**config.mk**
```make
export PLATFORM = sky130hd
export DESIGN_NAME = trab_mac
export DESIGN_NICKNAME = d
export VERILOG_FILES = /design/src/rtl/assert_macros.svh /design/src/rtl/trab_pkg.sv /design/src/rtl/trab_mac.sv
export SDC_FILE = /design/constraint.sdc
export NUM_CORES = 1
export LEC_CHECK = 0
export BUFFER_PORTS_ARGS = -buffer_cell sky130_fd_sc_hd__buf_2
export CORE_ASPECT_RATIO = 0.8
export CORE_MARGIN = 1
export CORE_UTILIZATION = 39
export CTS_CLUSTER_DIAMETER = 80
export DETAILED_ROUTE_END_ITERATION = 10
export PLACE_DENSITY = 0.62
export REMOVE_ABC_BUFFERS = 1
export SYNTH_ARGS = -nofsm -noshare
export SYNTH_HDL_FRONTEND = slang
export SYNTH_SLANG_ARGS = --single-unit
```
**constraint.sdc**
```tcl
create_clock -name clk -period 20 [get_ports clk]
set_clock_uncertainty 0.2 [all_clocks]
set_input_delay 4 -clock clk [delete_from_list [all_inputs] [get_ports clk]]
set_output_delay 4 -clock clk [all_outputs]
set_load 0.01 [all_outputs]
```
**src/rtl/assert_macros.svh**
```systemverilog
// Assertion shorthands used by the top level of the rasterizer.
// No dependencies; every macro samples clk and is disabled while rst is high.
`ifndef ASSERT_MACROS_SVH
`define ASSERT_MACROS_SVH

// Antecedent and consequent are checked in the same cycle.
`define ASSERT_SAME(lbl, ante, cons, msg) \
  lbl: assert property (@(posedge clk) disable iff (rst) (ante) |-> (cons)) \
    else $error(msg);

// Consequent is checked in the cycle after the antecedent.
`define ASSERT_NEXT(lbl, ante, cons, msg) \
  lbl: assert property (@(posedge clk) disable iff (rst) (ante) |=> (cons)) \
    else $error(msg);

`endif

```
**src/rtl/trab_pkg.sv**
```systemverilog
// Shared types, widths, register codes and arithmetic helpers of the rasterizer.
// Used by trab_mac, trab_fb and triangle_raster_alpha_blend_top; no dependencies.
`default_nettype none

package trab_pkg;

  localparam int MAX_WIDTH_DEF  = 256;
  localparam int MAX_HEIGHT_DEF = 256;

  localparam int REG_W = 9;    // size register width
  localparam int DIM_W = 13;   // effective size, holds up to 8191
  localparam int CRD_W = 14;   // signed pixel coordinate before clamping
  localparam int MA_W  = 18;   // shared multiplier, first operand
  localparam int MB_W  = 17;   // shared multiplier, second operand
  localparam int MP_W  = 35;   // shared multiplier, product
  localparam int EW    = 36;   // edge function values
  localparam int NW    = 36;   // blend numerator
  localparam int CH_W  = 16;   // color channel
  localparam int CNT_W = 17;   // covered pixel count
  localparam int IN_W  = 176;
  localparam int OUT_W = 88;

  typedef logic [0:0] reg_idx_t;
  localparam reg_idx_t REG_WIDTH  = 1'b0;
  localparam reg_idx_t REG_HEIGHT = 1'b1;

  typedef struct packed {
    logic [CH_W-1:0] alpha;
    logic [CH_W-1:0] blue;
    logic [CH_W-1:0] green;
    logic [CH_W-1:0] red;
  } pixel_t;

  localparam pixel_t PIXEL_RESET = '{alpha: 16'hFFFF, blue: 16'h0000,
                                     green: 16'h0000, red: 16'h0000};

  typedef struct packed {
    logic rd;
    logic wr;
  } mem_cmd_t;

  function automatic logic signed [15:0] min3(input logic signed [15:0] a,
                                               input logic signed [15:0] b,
                                               input logic signed [15:0] c);
    logic signed [15:0] m;
    begin
      m = (a < b) ? a : b;
      return (m < c) ? m : c;
    end
  endfunction

  function automatic logic signed [15:0] max3(input logic signed [15:0] a,
                                               input logic signed [15:0] b,
                                               input logic signed [15:0] c);
    logic signed [15:0] m;
    begin
      m = (a > b) ? a : b;
      return (m > c) ? m : c;
    end
  endfunction

  // Q11.4 to integer, rounding toward zero.
  function automatic logic signed [CRD_W-1:0] trunc_q4(input logic signed [15:0] v);
    logic signed [16:0] t;
    begin
      t = 17'(v);
      if (v < 0) begin
        t = t + 17'sd15;
      end
      return CRD_W'(t >>> 4);
    end
  endfunction

  // Finishes dst*(1-a)+src*a: prod is (src-dst)*a, the result is the rounded
  // quotient by 65535. The quotient estimate n>>16 is low by at most two.
  function automatic logic [CH_W-1:0] blend_div(input logic [CH_W-1:0] dst,
                                                input logic signed [MP_W-1:0] prod);
    logic signed [NW-1:0] n;
    logic [15:0] q0;
    logic [16:0] r;
    logic [16:0] q;
    begin
      n  = $signed({4'b0000, dst, 16'h0000}) - $signed({20'h00000, dst})
           + NW'(prod) + $signed(NW'(32767));
      q0 = n[31:16];
      r  = {1'b0, n[15:0]} + {1'b0, q0};
      if (r >= 17'd131070) begin
        q = {1'b0, q0} + 17'd2;
      end else if (r >= 17'd65535) begin
        q = {1'b0, q0} + 17'd1;
      end else begin
        q = {1'b0, q0};
      end
      return q[15:0];
    end
  endfunction

endpackage

`default_nettype wire

```
**src/rtl/trab_mac.sv**
```systemverilog
// Shared signed multiplier with a registered product.
// Depends on trab_pkg for the operand and product widths.
`default_nettype none

module trab_mac (
  input  wire logic                             clk,
  input  wire logic signed [trab_pkg::MA_W-1:0] a,
  input  wire logic signed [trab_pkg::MB_W-1:0] b,
  output logic signed [trab_pkg::MP_W-1:0]      p
);

  always_ff @(posedge clk) begin
    p <= a * b;
  end

endmodule

`default_nettype wire

```
# == Word level (Yosys, flattened, before mapping) ==
# Cells that the tools add are included.
# classes
addsub,0
multipliers,1
n_div,0
magnitude_cmp,0
n_eq_ne,0
shifts,0
n_mux,0
n_bitwise,0
n_reduce_logical,0
# op_table
op,count
18-bit by 17-bit multiplier with 35-bit output,1
# totals
reg_bits,35
latchBits,0
mem_bits_rw,0
romBits,0
inputBits,36
output_inout_bits,35
word_cells,2
mem_count,0

# == Depth between registers and ports, before layout ==
# Gate-level depths: netlist of run 1.
# logic_depth
ltp_word,1
mapped_depth,23
ltp_nobuf,21

# == Least setup slack after synthesis of run 1 ==
# No wires, ideal clock.
# synth_path
path_type,input-to-reg
start,in b[8] (netlist bit)
end,reg p[34] (netlist bit)
setup_ps,123
arrival_time_ps,9365
t_required_ps,19677
path_slack_ps,10312
path_stages,22
path_buffers,2
path_cell_list,clkbuf_1 clkbuf_1 nand2_1 fa_1 inv_1 fa_1 inv_1 fa_1 inv_1 fa_1 fa_1 inv_1 fa_1 inv_1 ha_1 and2_1 a221oi_2 a21oi_1 a2bb2oi_1 nand3_1 a221oi_2 xnor2_1
# synth_via
elab_chain_len,1
# synth_rtl
element,line_no,text
"start, declared",trab_mac.sv:8,"input wire logic signed [trab_pkg::MB_W-1:0] b,"
18-bit by 17-bit multiplier with 35-bit output,trab_mac.sv:13,p <= a * b;
"end signal, assigned",trab_mac.sv:13,
"end, declared",trab_mac.sv:9,output logic signed [trab_pkg::MP_W-1:0] p
# Every way passes these cells.

# == Final worst setup path of run 1 ==
# layout_path
start,in a[7] (netlist bit)
end,reg p[34] (netlist bit)
# layout_via
elab_chain_len,1
# layout_rtl
element,line_no,text
"start, declared",trab_mac.sv:7,"input wire logic signed [trab_pkg::MA_W-1:0] a,"
18-bit by 17-bit multiplier with 35-bit output,trab_mac.sv:13,
# Every way passes these cells.

==> impl_results.rst, run 1 <==
.. list-table::
   :header-rows: 1

   * - Metric
     - Value
   * - Largest reg by FF count
     - p
   * - Total via count after detailed routing
     - 8410
   * - Tmin final
     - 9.91 ns
   * - Synth-to-layout area growth
     - 6.64%
   * - Synth Area per Inst
     - 9.50 sq um
   * - EDFF count, synth
     - 0
   * - Hold Crit Start
     - b[0]
   * - Die Span X
     - 200 um
   * - HPWL after detailed placement
     - 25000 um
   * - Max Cap Violations
     - 0
   * - Met3 track utilization from global routing
     - 2.64%
   * - Fraction of post-synthesis cell area in the top cell type by area
     - 50.8%
   * - Relative slew margins
     - 47.4%
   * - Final setup slack of the worst path
     - 10.09 ns
   * - Clock slew seen by the registers of the worst setup and hold paths
     - 0.06 ns
   * - Wire length per cell
     - 17.0 um
   * - Worst path buffer plus inverter count
     - 6
   * - Height of the die
     - 161 um
   * - Top cell family by delay on the critical path
     - adder cells
   * - Ys Warns
     - 0
   * - CP Cell Sequence
     - buf_2 > nand2_1 > fa_1 > inv_1 > fa_1 > inv_1 > fa_1 > inv_1 > fa_1 > fa_1 > inv_1 > fa_1 > inv_1 > ha_1 > and2_1 > a221oi_2 > a21oi_1 > a2bb2oi_1 > nand3_1 > a221oi_2 > xnor2_1
   * - Final wirelength
     - 29400 um
   * - Startpoint type of the worst setup path
     - input port
   * - Filler cells
     - 3032
   * - Proportion of synthesized flip-flops having asynchronous set or reset
     - 0%
   * - Non-Filler Instances
     - 1735
   * - CP Capture Type
     - register
   * - Xor/xnor cell area share of the yosys netlist
     - 2.72%
   * - N_diodes
     - 0
   * - Quantity of I/O buffers inserted on ports
     - 70
   * - Final Hold Viols
     - 0
   * - End point of the worst hold path
     - p[0]
   * - Number of iterations in the first detailed-routing pass
     - 7
   * - Clk Tree Root Cell
     - sky130_fd_sc_hd__clkbuf_16
   * - Outcome
     - finished, final reports clean
   * - Largest cells by area after synthesis
     - sky130_fd_sc_hd__fa_1 51%, sky130_fd_sc_hd__inv_1 9.5%, sky130_fd_sc_hd__ha_1 8.9%
   * - Area taken by multi-input logic gates
     - 10200 sq um
   * - Post-synthesis instance total
     - 1290
   * - CP Data Arrival Time
     - 9.88 ns
   * - Number of instances resized during post-cts repair
     - 0
   * - Required @ worst endpoint
     - 19.97 ns
   * - Period utilisation layout
     - 49.5%
   * - Most used flip-flop cell after synthesis
     - sky130_fd_sc_hd__dfxtp_1
   * - Storage element area
     - 701 sq um
   * - Full die area
     - 32100 sq um
   * - Number of primary I/O pins
     - 71
   * - Post-route standard cell area excluding fillers
     - 13100 sq um
   * - CTS H-tree lvls
     - 2
   * - CTS hold repair buffers
     - 0
   * - TritonCTS clock tree
     - done
   * - Antenna-violating nets left
     - 0
   * - Post-CTS Setup Bufs
     - 0
   * - Core area
     - 30700 sq um
   * - Cell with the largest stage delay on the worst path
     - sky130_fd_sc_hd__fa_1
   * - DRC
     - 0
   * - Largest family of logic cells by synthesized area
     - adder cells
   * - Simple-gate share of the synthesized area
     - 15.1%
   * - Dpl cells
     - 1727
   * - Hold path depth
     - 2
   * - Fin. max-slew vios
     - 0
   * - Achievable Freq
     - 0.101 GHz
   * - Slew of the pin with the lowest slew margin
     - 0.787 ns
   * - Dominant cell type by count on the critical path
     - sky130_fd_sc_hd__fa_1
   * - Total of flip-flops plus latches after synthesis
     - 35
   * - Fraction of synthesized area in multiplexers
     - 0%
   * - Row count
     - 57
   * - Worst min path class
     - input port to register
   * - Number of clock sinks
     - 35
   * - Maximum number of pins on one net before global-route repair
     - 19
   * - Number of DRC violations after detailed-routing iteration 0
     - 557
   * - Number of distinct library cells after synthesis
     - 54
   * - Aggregate global routing overflow
     - 0
   * - Total clock buffers created by CTS
     - 5
   * - Cell area after placement
     - 12900 sq um
   * - Setup repair after global routing missed its margin
     - no
   * - Starting density of the core
     - 40.0%
   * - Cell type with the highest aggregate area in the netlist
     - sky130_fd_sc_hd__fa_1
   * - Met1 capacity usage during global routing
     - 31.9%
   * - First-pass GRT wire length
     - 51200 um
   * - Flip-flop count of the largest register after layout
     - 35
   * - Total global routing track utilization
     - 20.2%
   * - Setup Viol. Count Final
     - 0
   * - Pre-CTS setup slack
     - 9.86 ns
   * - Total negative setup slack
     - 0 ns
   * - Sequential-to-total area share from yosys stat
     - 5.72%
   * - Highest net fanout along the worst path
     - 17
   * - Via-to-Cell Ratio
     - 4.85
   * - Global Route met2 Usage
     - 29.8%
   * - Maximum root-to-sink buffer count
     - 2
   * - Nets
     - 1755
   * - Setup CP Type
     - input port to register
   * - Timing startpoint of the critical path
     - a[7]
   * - Largest registers
     - p x35
   * - Vias in the first global route
     - 9244
   * - Fraction of layout instances using a drive strength above 1
     - 7.11%
   * - Final RePlAce weighted congestion
     - 0.833
   * - Fraction of the mapped netlist area in adder cells
     - 59.7%
   * - Routing layer with the top usage in global route
     - met1
   * - Synthesized-area fraction occupied by ao, oa, aoi and oai cells
     - 5.59%
   * - Combined area of all synthesized cells
     - 12300 sq um
   * - Initial antenna violation count
     - 0
   * - Delay of the slowest cell on the worst path
     - 0.56 ns
[kinds of logic (layout without fill, tap and decap cells)]
kind of cell	Yosys count	in the layout
adders and majority gates	398	398
and+or+nand+nor	365	365
buffers and inverters	356	388
AOI/OAI and AO/OA	98	98
xor gates and xnor gates	38	38
DFF	35	35
[final cells by class]
| class | instances | area share (%) |
|---|---|---|
| sequential | 35 | 5.36 |
| timing repair buffer | 70 | 2.68 |
| clock inverter | 1 | 0.0670 |
| inverter | 310 | 8.90 |
| clock buffer | 7 | 1.09 |
| tap | 413 | 3.95 |
| multi-input combinational | 899 | 77.9 |
[how the worst max path moves through the flow]
stage            end  slack, ns  cells past startpoint
4_1_cts        p[32]      10.08                     21
5_1_grt        p[32]       9.69                     21
3_3_place_gp   p[32]       9.82                     21
2_1_floorplan  p[31]      10.67                     19
6_report       p[34]      10.09                     21
3_5_place_dp   p[32]       9.86                     21
[cell usage in the layout, fill, tap and decap left out, types with 2 or more instances in the layout]
master,Yosys,layout
sky130_fd_sc_hd__nor3_1,3,3
sky130_fd_sc_hd__nand2b_1,7,7
sky130_fd_sc_hd__a31o_1,2,2
sky130_fd_sc_hd__a21o_1,10,10
sky130_fd_sc_hd__and2_1,159,159
sky130_fd_sc_hd__a21boi_0,2,2
sky130_fd_sc_hd__dfxtp_1,35,35
sky130_fd_sc_hd__or2_2,3,3
sky130_fd_sc_hd__a221oi_2,2,2
sky130_fd_sc_hd__o31ai_1,2,2
sky130_fd_sc_hd__inv_1,310,310
sky130_fd_sc_hd__xor2_1,6,6
sky130_fd_sc_hd__o21ai_0,18,18
sky130_fd_sc_hd__o2111ai_1,2,2
sky130_fd_sc_hd__nor2_1,30,30
sky130_fd_sc_hd__o21bai_1,4,4
sky130_fd_sc_hd__o211ai_1,6,6
sky130_fd_sc_hd__o21a_1,6,6
sky130_fd_sc_hd__fa_1,311,311
sky130_fd_sc_hd__xnor2_1,32,32
sky130_fd_sc_hd__and3_1,4,4
sky130_fd_sc_hd__a21oi_1,24,24
sky130_fd_sc_hd__nand3_1,9,9
sky130_fd_sc_hd__buf_2,0,70
sky130_fd_sc_hd__a21o_2,2,2
sky130_fd_sc_hd__a31oi_1,2,2
sky130_fd_sc_hd__nand4_1,2,2
sky130_fd_sc_hd__a211oi_1,4,4
sky130_fd_sc_hd__clkbuf_16,0,5
sky130_fd_sc_hd__nand2_1,140,140
sky130_fd_sc_hd__ha_1,87,87
sky130_fd_sc_hd__a31o_2,2,2
[per-stage QoR]
stage,utilization (%),hold slack (ns)
global placement,42.1,4.20
global route,42.6,3.96
finish,42.6,3.94
detailed placement,42.1,4.20
CTS,42.6,3.94
floorplan,-,3.92
[per-layer routing]
layer  vias to the layer above  wire length [um]
li1                       3843                 -
met1                      4290             14800
met2                       255             12600
met3                        22              1720
met4                         0               248
met5                         -                 0
[synth_stat cells, drive strengths merged, types with 2 or more instances]
library cell,instances
a21o,12
dfxtp,35
nand2,140
a211oi,4
inv,310
clkbuf,43
a31oi,2
or2,3
nand3,9
and3,5
buf,3
nor2,30
o31ai,3
nor3,3
o21a,6
ha,87
o21ai,18
a31o,4
o21bai,4
nand4,2
o2111ai,2
o211ai,6
a21boi,2
nand2b,7
fa,311
a221oi,2
and2,160
a21oi,25
xnor2,32
xor2,6
Power of run 1 is left out: the tool's default activity adds up to more than one toggle a clock period on the data nets, which glitch-free logic cannot reach.
==> run 2, diff against run 1 <==
- ABC_AREA: default -> 1
- clock period: 20 -> 9.4 ns (I/O delays scaled with it)
==> run 2 against run 1 <==
Compared with the run above:
- final cell count grew 24%
- via count grew 20%
- sequential cell count is the same
- non-clock buffer count is the same
- critical endpoint is now p[32]
==> impl_results.rst, run 2 <==
.. list-table::
   :header-rows: 1

   * - Metric
     - Value
   * - Cell type with the highest aggregate area in the netlist
     - sky130_fd_sc_hd__fa_1
   * - Commonest non-fill, non-tap cell in the layout
     - sky130_fd_sc_hd__inv_1
   * - Highest net fanout along the worst path
     - 18 (+1)
   * - Clock slew seen by the registers of the worst setup and hold paths
     - 0.06 ns (about the same)
   * - Total of flip-flops plus latches after synthesis
     - 35 (unchanged)
   * - Vias in the first global route
     - 11300 (+23%)
   * - Fin. max-slew vios
     - 0 (unchanged)
   * - Post-CTS Setup Bufs
     - 0 (unchanged)
   * - Total negative setup slack
     - 0 ns (unchanged)
   * - TritonCTS clock tree
     - done
   * - Setup repair after global routing missed its margin
     - no
   * - Die Span X
     - 207 um (+3.5%)
   * - Filler cells
     - 3337 (+10%)
   * - Outcome
     - finished, final reports clean
   * - Combined area of all synthesized cells
     - 13100 sq um (+7.3%)
   * - Core area
     - 32900 sq um (+7.1%)
   * - Total global routing track utilization
     - 19.7% (-0.46 points)
   * - Dominant cell type by count on the critical path
     - sky130_fd_sc_hd__fa_1
   * - Largest reg by FF count
     - p
   * - Clk Tree Root Cell
     - sky130_fd_sc_hd__clkbuf_16
   * - Synth Area per Inst
     - 7.70 sq um (-19%)
   * - Max Cap Violations
     - 0 (unchanged)
   * - Startpoint type of the worst setup path
     - input port
   * - Total via count after detailed routing
     - 10100 (+20%)
   * - Maximum root-to-sink buffer count
     - 2 (unchanged)
   * - Full die area
     - 34500 sq um (+7.2%)
   * - Initial antenna violation count
     - 0 (unchanged)
   * - Ys Warns
     - 0 (unchanged)
   * - Period utilisation layout
     - 79.2%
   * - Relative slew margins
     - 49.4% (+2.0 points)
   * - Maximum number of pins on one net before global-route repair
     - 20 (+1)
   * - Height of the die
     - 166 um (+3.5%)
   * - CTS hold repair buffers
     - 0 (unchanged)
   * - Fraction of layout instances using a drive strength above 1
     - 6.06% (-1.0 points)
   * - Number of iterations in the first detailed-routing pass
     - 5 (-2)
   * - Synth-to-layout area growth
     - 6.04%
   * - First-pass GRT wire length
     - 55000 um (+7.5%)
   * - Starting density of the core
     - 40.0% (+0.059 points)
   * - Final Hold Viols
     - 0 (unchanged)
   * - Row count
     - 59 (+3.5%)
   * - Aggregate global routing overflow
     - 0 (unchanged)
   * - Most used cells in the layout excluding fill and tap cells
     - 535 x sky130_fd_sc_hd__inv_1, 477 x sky130_fd_sc_hd__nand2_1, 311 x sky130_fd_sc_hd__fa_1, 87 x sky130_fd_sc_hd__ha_1, 70 x sky130_fd_sc_hd__buf_2
   * - Total clock buffers created by CTS
     - 5 (unchanged)
   * - DRC
     - 0 (unchanged)
   * - Cell with the largest stage delay on the worst path
     - sky130_fd_sc_hd__fa_1
   * - Largest cells by area after synthesis
     - sky130_fd_sc_hd__fa_1 47%, sky130_fd_sc_hd__inv_1 15%, sky130_fd_sc_hd__nand2_1 14%
   * - Antenna-violating nets left
     - 0 (unchanged)
   * - HPWL after detailed placement
     - 27100 um (+8.4%)
   * - Required @ worst endpoint
     - 9.38 ns (-10.59 ns)
   * - Hold path depth
     - 3 (+1)
   * - Number of distinct library cells after synthesis
     - 30 (-44%)
   * - Synth cell count leaders
     - 535 x sky130_fd_sc_hd__inv_1, 477 x sky130_fd_sc_hd__nand2_1, 311 x sky130_fd_sc_hd__fa_1
   * - Most used standard cell by instance count after synthesis
     - sky130_fd_sc_hd__inv_1
   * - Via-to-Cell Ratio
     - 4.72 (-2.7%)
   * - Final RePlAce weighted congestion
     - 0.857 (+2.8%)
   * - Delay of the slowest cell on the worst path
     - 0.80 ns (+0.24 ns)
   * - Sequential-to-total area share from yosys stat
     - 5.33% (-0.39 points)
   * - CP Data Arrival Time
     - 7.43 ns (-2.45 ns)
   * - Largest registers
     - p x35
   * - Achievable Freq
     - 0.134 GHz
   * - EDFF count, synth
     - 0 (unchanged)
   * - Setup Viol. Count Final
     - 0 (unchanged)
   * - Final wirelength
     - 31400 um (+6.7%)
   * - Tmin final
     - 7.45 ns
   * - Most used flip-flop cell after synthesis
     - sky130_fd_sc_hd__dfxtp_1
   * - Worst min path class
     - input port to register
   * - Number of clock sinks
     - 35 (unchanged)
   * - Quantity of I/O buffers inserted on ports
     - 70 (unchanged)
   * - CP Cell Sequence
     - buf_2 > nand2_1 > fa_1 > inv_1 > fa_1 > inv_1 > fa_1 > fa_1 > fa_1 > fa_1 > inv_1 > ha_1 > nand2_1 > nor2_1 > nand2_1 > nor3_1 > nand2_1 > nand3_1 > nand2_1
   * - Wire length per cell
     - 14.6 um (-14%)
   * - Fraction of post-synthesis cell area in the top cell type by area
     - 47.3% (-3.4 points)
   * - Nets
     - 2149 (+22%)
   * - CTS H-tree lvls
     - 2 (unchanged)
   * - Proportion of synthesized flip-flops having asynchronous set or reset
     - 0% (unchanged)
   * - Flip-flop count of the largest register after layout
     - 35 (unchanged)
   * - Number of instances resized during post-cts repair
     - 0 (unchanged)
   * - Post-synthesis instance total
     - 1707 (+32%)
   * - N_diodes
     - 0 (unchanged)
   * - CP Capture Type
     - register
   * - Slew of the pin with the lowest slew margin
     - 0.757 ns (-0.0293 ns)
   * - Number of DRC violations after detailed-routing iteration 0
     - 594 (+6.6%)
   * - Number of primary I/O pins
     - 71 (unchanged)
   * - Setup CP Type
     - input port to register
[run 2: cell types whose count changed in the layout (fill, tap and decap cells not counted), moves of 7 or more]
| cell | previous run | this run |
|---|---|---|
| sky130_fd_sc_hd__nand2_1 | 140 | 477 |
| sky130_fd_sc_hd__xnor2_1 | 32 | 4 |
| sky130_fd_sc_hd__a21o_1 | 10 | 1 |
| sky130_fd_sc_hd__nand3_1 | 9 | 28 |
| sky130_fd_sc_hd__and2_1 | 159 | 4 |
| sky130_fd_sc_hd__nand2_2 | 0 | 7 |
| sky130_fd_sc_hd__nand4_1 | 2 | 9 |
| sky130_fd_sc_hd__nor2_1 | 30 | 58 |
| sky130_fd_sc_hd__o21ai_0 | 18 | 3 |
| sky130_fd_sc_hd__nand2b_1 | 7 | 0 |
| sky130_fd_sc_hd__inv_1 | 310 | 535 |
| sky130_fd_sc_hd__xor2_1 | 6 | 16 |
[run 2: layout make-up]
class / count / area [sq um] / share of cell area, %
clock buffers: 5 / 125 / 0.897
repair buffers: 70 / 350 / 2.51
inverters: 538 / 2020 / 14.5
multi-input cells: 1065 / 10200 / 72.9
flip-flops and latches: 35 / 701 / 5.03
well taps: 427 / 534 / 3.83
clock inverters: 3 / 43.8 / 0.314
[run 2: per-stage QoR]
| stage | area [sq um] | util [%] | cells | hold WS [ns] | setup slack [ns] |
|---|---|---|---|---|---|
| after floorplan | 12900 | - | 1638 | 1.77 | 2.64 |
| after global placement | 13800 | 41.9 | 2135 | 2.08 | 1.70 |
| after detailed placement | 13800 | 41.9 | 2135 | 2.08 | 1.68 |
| after CTS | 13900 | 42.4 | 2143 | 1.80 | 1.97 |
| after global routing | 13900 | 42.4 | 2143 | 1.84 | 1.60 |
| final | 13900 | 42.4 | 2143 | 1.80 | 1.95 |
[run 2: cells by family after synthesis]
logic type | count (synthesis) | share of synthesized area, %
flip-flops | 35 | 5.33
AND/OR/NAND/NOR | 605 | 18.5
buffers and inverters | 607 | 17.3
XOR/XNOR | 20 | 1.33
AO/OA/AOI/OAI | 42 | 1.87
adder cells (fa/ha/maj) | 398 | 55.6
[run 2: metal layers]
metal,global-route usage (%),routed length [um],vias up
met5,0,0,-
met3,1.38,1460,30
met2,34.7,15200,264
met1,26.9,14400,5077
met4,3.57,378,0
li1,-,-,4735
[run 2: worst paths after layout]
path	from	to	slack, ns
hold / removal	b[0]	p[0]	1.80
setup / recovery	b[5]	p[32]	1.95
[run 2: critical path, delay by kind of cell]
family	cells	cell delay (ns)
simple gates	8	1.11
buf+inv	4	0.61
fa+ha+maj	7	3.82
Power of run 2 is left out for the same reason.
==> run 3, diff against run 2 <==
- ABC_AREA: 1 -> 0
- clock period: 9.4 -> 7.8 ns (I/O delays scaled with it)
==> run 3 against run 2 <==
Compared with the run above:
- final cell count shrank 18%
- global-route usage grew 0.30 points
- via count shrank 16%
- critical path depth grew 2
- wire length shrank 5.8%
- sequential cell count is the same
- first-iteration DRC count shrank 19%
- worst setup slack lost 1.4 ns
- core utilization grew 0.57 points
==> impl_results.rst, run 3 (same netlist as run 1, synthesis figures left out) <==
.. list-table::
   :header-rows: 1

   * - Metric
     - Value
   * - Outcome
     - finished, final reports clean
   * - Max Cap Violations
     - 0 (unchanged)
   * - First-pass GRT wire length
     - 51200 um (-6.9%)
   * - Via-to-Cell Ratio
     - 4.82 (+2.3%)
   * - Slew of the pin with the lowest slew margin
     - 0.788 ns (+0.0306 ns)
   * - Most used cells in the layout excluding fill and tap cells
     - 311 x sky130_fd_sc_hd__fa_1, 310 x sky130_fd_sc_hd__inv_1, 159 x sky130_fd_sc_hd__and2_1, 140 x sky130_fd_sc_hd__nand2_1, 87 x sky130_fd_sc_hd__ha_1
   * - TritonCTS clock tree
     - done
   * - Total clock buffers created by CTS
     - 5 (unchanged)
   * - Final RePlAce weighted congestion
     - 0.853 (-0.43%)
   * - Clk Tree Root Cell
     - sky130_fd_sc_hd__clkbuf_16
   * - Starting density of the core
     - 40.0% (-0.059 points)
   * - Setup Viol. Count Final
     - 0 (unchanged)
   * - Number of DRC violations after detailed-routing iteration 0
     - 483 (-19%)
   * - Relative slew margins
     - 47.3% (-2.0 points)
   * - Total negative setup slack
     - 0 ns (unchanged)
   * - Maximum number of pins on one net before global-route repair
     - 19 (-5.0%)
   * - Antenna-violating nets left
     - 0 (unchanged)
   * - CTS hold repair buffers
     - 0 (unchanged)
   * - Wire length per cell
     - 16.9 um (+15%)
   * - Die Span X
     - 200 um (-3.4%)
   * - Number of primary I/O pins
     - 71 (unchanged)
   * - CTS H-tree lvls
     - 2 (unchanged)
   * - Number of iterations in the first detailed-routing pass
     - 5 (unchanged)
   * - Non-Filler Instances
     - 1751 (-18%)
   * - Commonest non-fill, non-tap cell in the layout
     - sky130_fd_sc_hd__fa_1
   * - Final wirelength
     - 29600 um (-5.8%)
   * - Largest registers
     - p x35
   * - N_diodes
     - 0 (unchanged)
   * - Post-CTS Setup Bufs
     - 0 (unchanged)
   * - Synth-to-layout area growth
     - 7.62%
   * - Full die area
     - 32100 sq um (-6.7%)
   * - Quantity of I/O buffers inserted on ports
     - 70 (unchanged)
   * - Area taken by multi-input logic gates
     - 10200 sq um (+0.17%)
   * - Height of the die
     - 161 um (-3.4%)
   * - Fin. max-slew vios
     - 0 (unchanged)
   * - CP Cell Sequence
     - buf_2 > nand2_1 > fa_1 > inv_1 > fa_1 > inv_1 > fa_1 > inv_1 > fa_1 > fa_1 > inv_1 > fa_1 > inv_1 > ha_1 > and2_1 > a221oi_2 > a21oi_1 > a2bb2oi_1 > nand3_1 > a221oi_2 > xnor2_1
   * - CP Capture Type
     - register
   * - Largest reg by FF count
     - p
   * - Maximum root-to-sink buffer count
     - 2 (unchanged)
   * - CP Data Arrival Time
     - 7.22 ns (-0.21 ns)
   * - Delay of the slowest cell on the worst path
     - 0.54 ns (-0.26 ns)
   * - Aggregate global routing overflow
     - 0 (unchanged)
   * - Cell with the largest stage delay on the worst path
     - sky130_fd_sc_hd__fa_1
   * - Final Hold Viols
     - 0 (unchanged)
   * - Timing startpoint of the critical path
     - b[10]
   * - DRC
     - 0 (unchanged)
   * - Number of clock sinks
     - 35 (unchanged)
   * - Setup repair after global routing missed its margin
     - no
   * - Dpl cells
     - 1744 (-18%)
   * - Fraction of layout instances using a drive strength above 1
     - 8.30% (+2.2 points)
   * - Setup CP Type
     - input port to register
   * - Clock slew seen by the registers of the worst setup and hold paths
     - 0.06 ns (about the same)
   * - Period utilisation layout
     - 92.9%
   * - Flip-flop count of the largest register after layout
     - 35 (unchanged)
   * - Core area
     - 30700 sq um (-6.6%)
   * - Row count
     - 57 (-3.4%)
   * - Endpoint of the worst setup timing path
     - p[34]
   * - Highest net fanout along the worst path
     - 18 (unchanged)
   * - Number of instances resized during post-cts repair
     - 0 (unchanged)
   * - Filler cells
     - 3092 (-7.3%)
   * - Required @ worst endpoint
     - 7.77 ns (-1.61 ns)
   * - Initial antenna violation count
     - 0 (unchanged)
   * - Vias in the first global route
     - 9321 (-18%)
   * - Achievable Freq
     - 0.138 GHz
   * - Total global routing track utilization
     - 20.0% (+0.30 points)
   * - Total via count after detailed routing
     - 8447 (-16%)
   * - Tmin final
     - 7.25 ns
   * - Startpoint type of the worst setup path
     - input port
   * - Nets
     - 1772 (-18%)
   * - Storage element area
     - 701 sq um (unchanged)
   * - Worst min path class
     - input port to register
   * - HPWL after detailed placement
     - 25900 um (-4.4%)
   * - Dominant cell type by count on the critical path
     - sky130_fd_sc_hd__fa_1
## run 3: cell type report
cell class                      count  area share [%]
Multi-Input combinational cell    899            77.2
Inverter                          310            8.82
Sequential cell                    35            5.31
Tap cell                          413            3.92
Timing Repair Buffer               87            3.62
Clock buffer                        6            1.05
Clock inverter                      1          0.0379
## run 3: worst min-delay path by stage
stage	cells after the start	startpoint	endpoint	slack [ns]
final	2	b[0]	p[0]	1.53
after global routing	2	b[0]	p[0]	1.53
after CTS	2	b[0]	p[0]	1.52
after detailed placement	1	p[0]	p[0]	1.75
after global placement	1	p[0]	p[0]	1.75
after floorplan	1	b[0]	p[0]	1.48
## run 3: metrics by stage
stage	utilization, %	worst slack [ns]	cell area (sq um)	hold WS (ns)
2_1_floorplan	-	0.912	12100	1.48
3_3_place_gp	42.5	0.351	13000	1.75
3_5_place_dp	42.5	0.327	13000	1.75
4_1_cts	43.0	0.578	13200	1.52
5_1_grt	43.0	0.119	13200	1.53
6_report	43.0	0.551	13200	1.53
## run 3: per-layer routing
metal	global-route usage, %	vias to the layer above	wire (um)
met5	0	-	0
met3	2.33	10	1480
met4	2.06	0	137
met2	30.3	209	12900
li1	-	3874	-
met1	31.5	4354	15000
## run 3: critical path: cells and delay by family
family,cells,cell delay [ns]
AND/OR/NAND/NOR,3,0.53
buffers and inverters,6,0.58
adder cells (fa/ha/maj),7,3.34
AO/OA/AOI/OAI,4,1.09
XOR/XNOR,1,0.10
Power of run 3 is left out for the same reason.
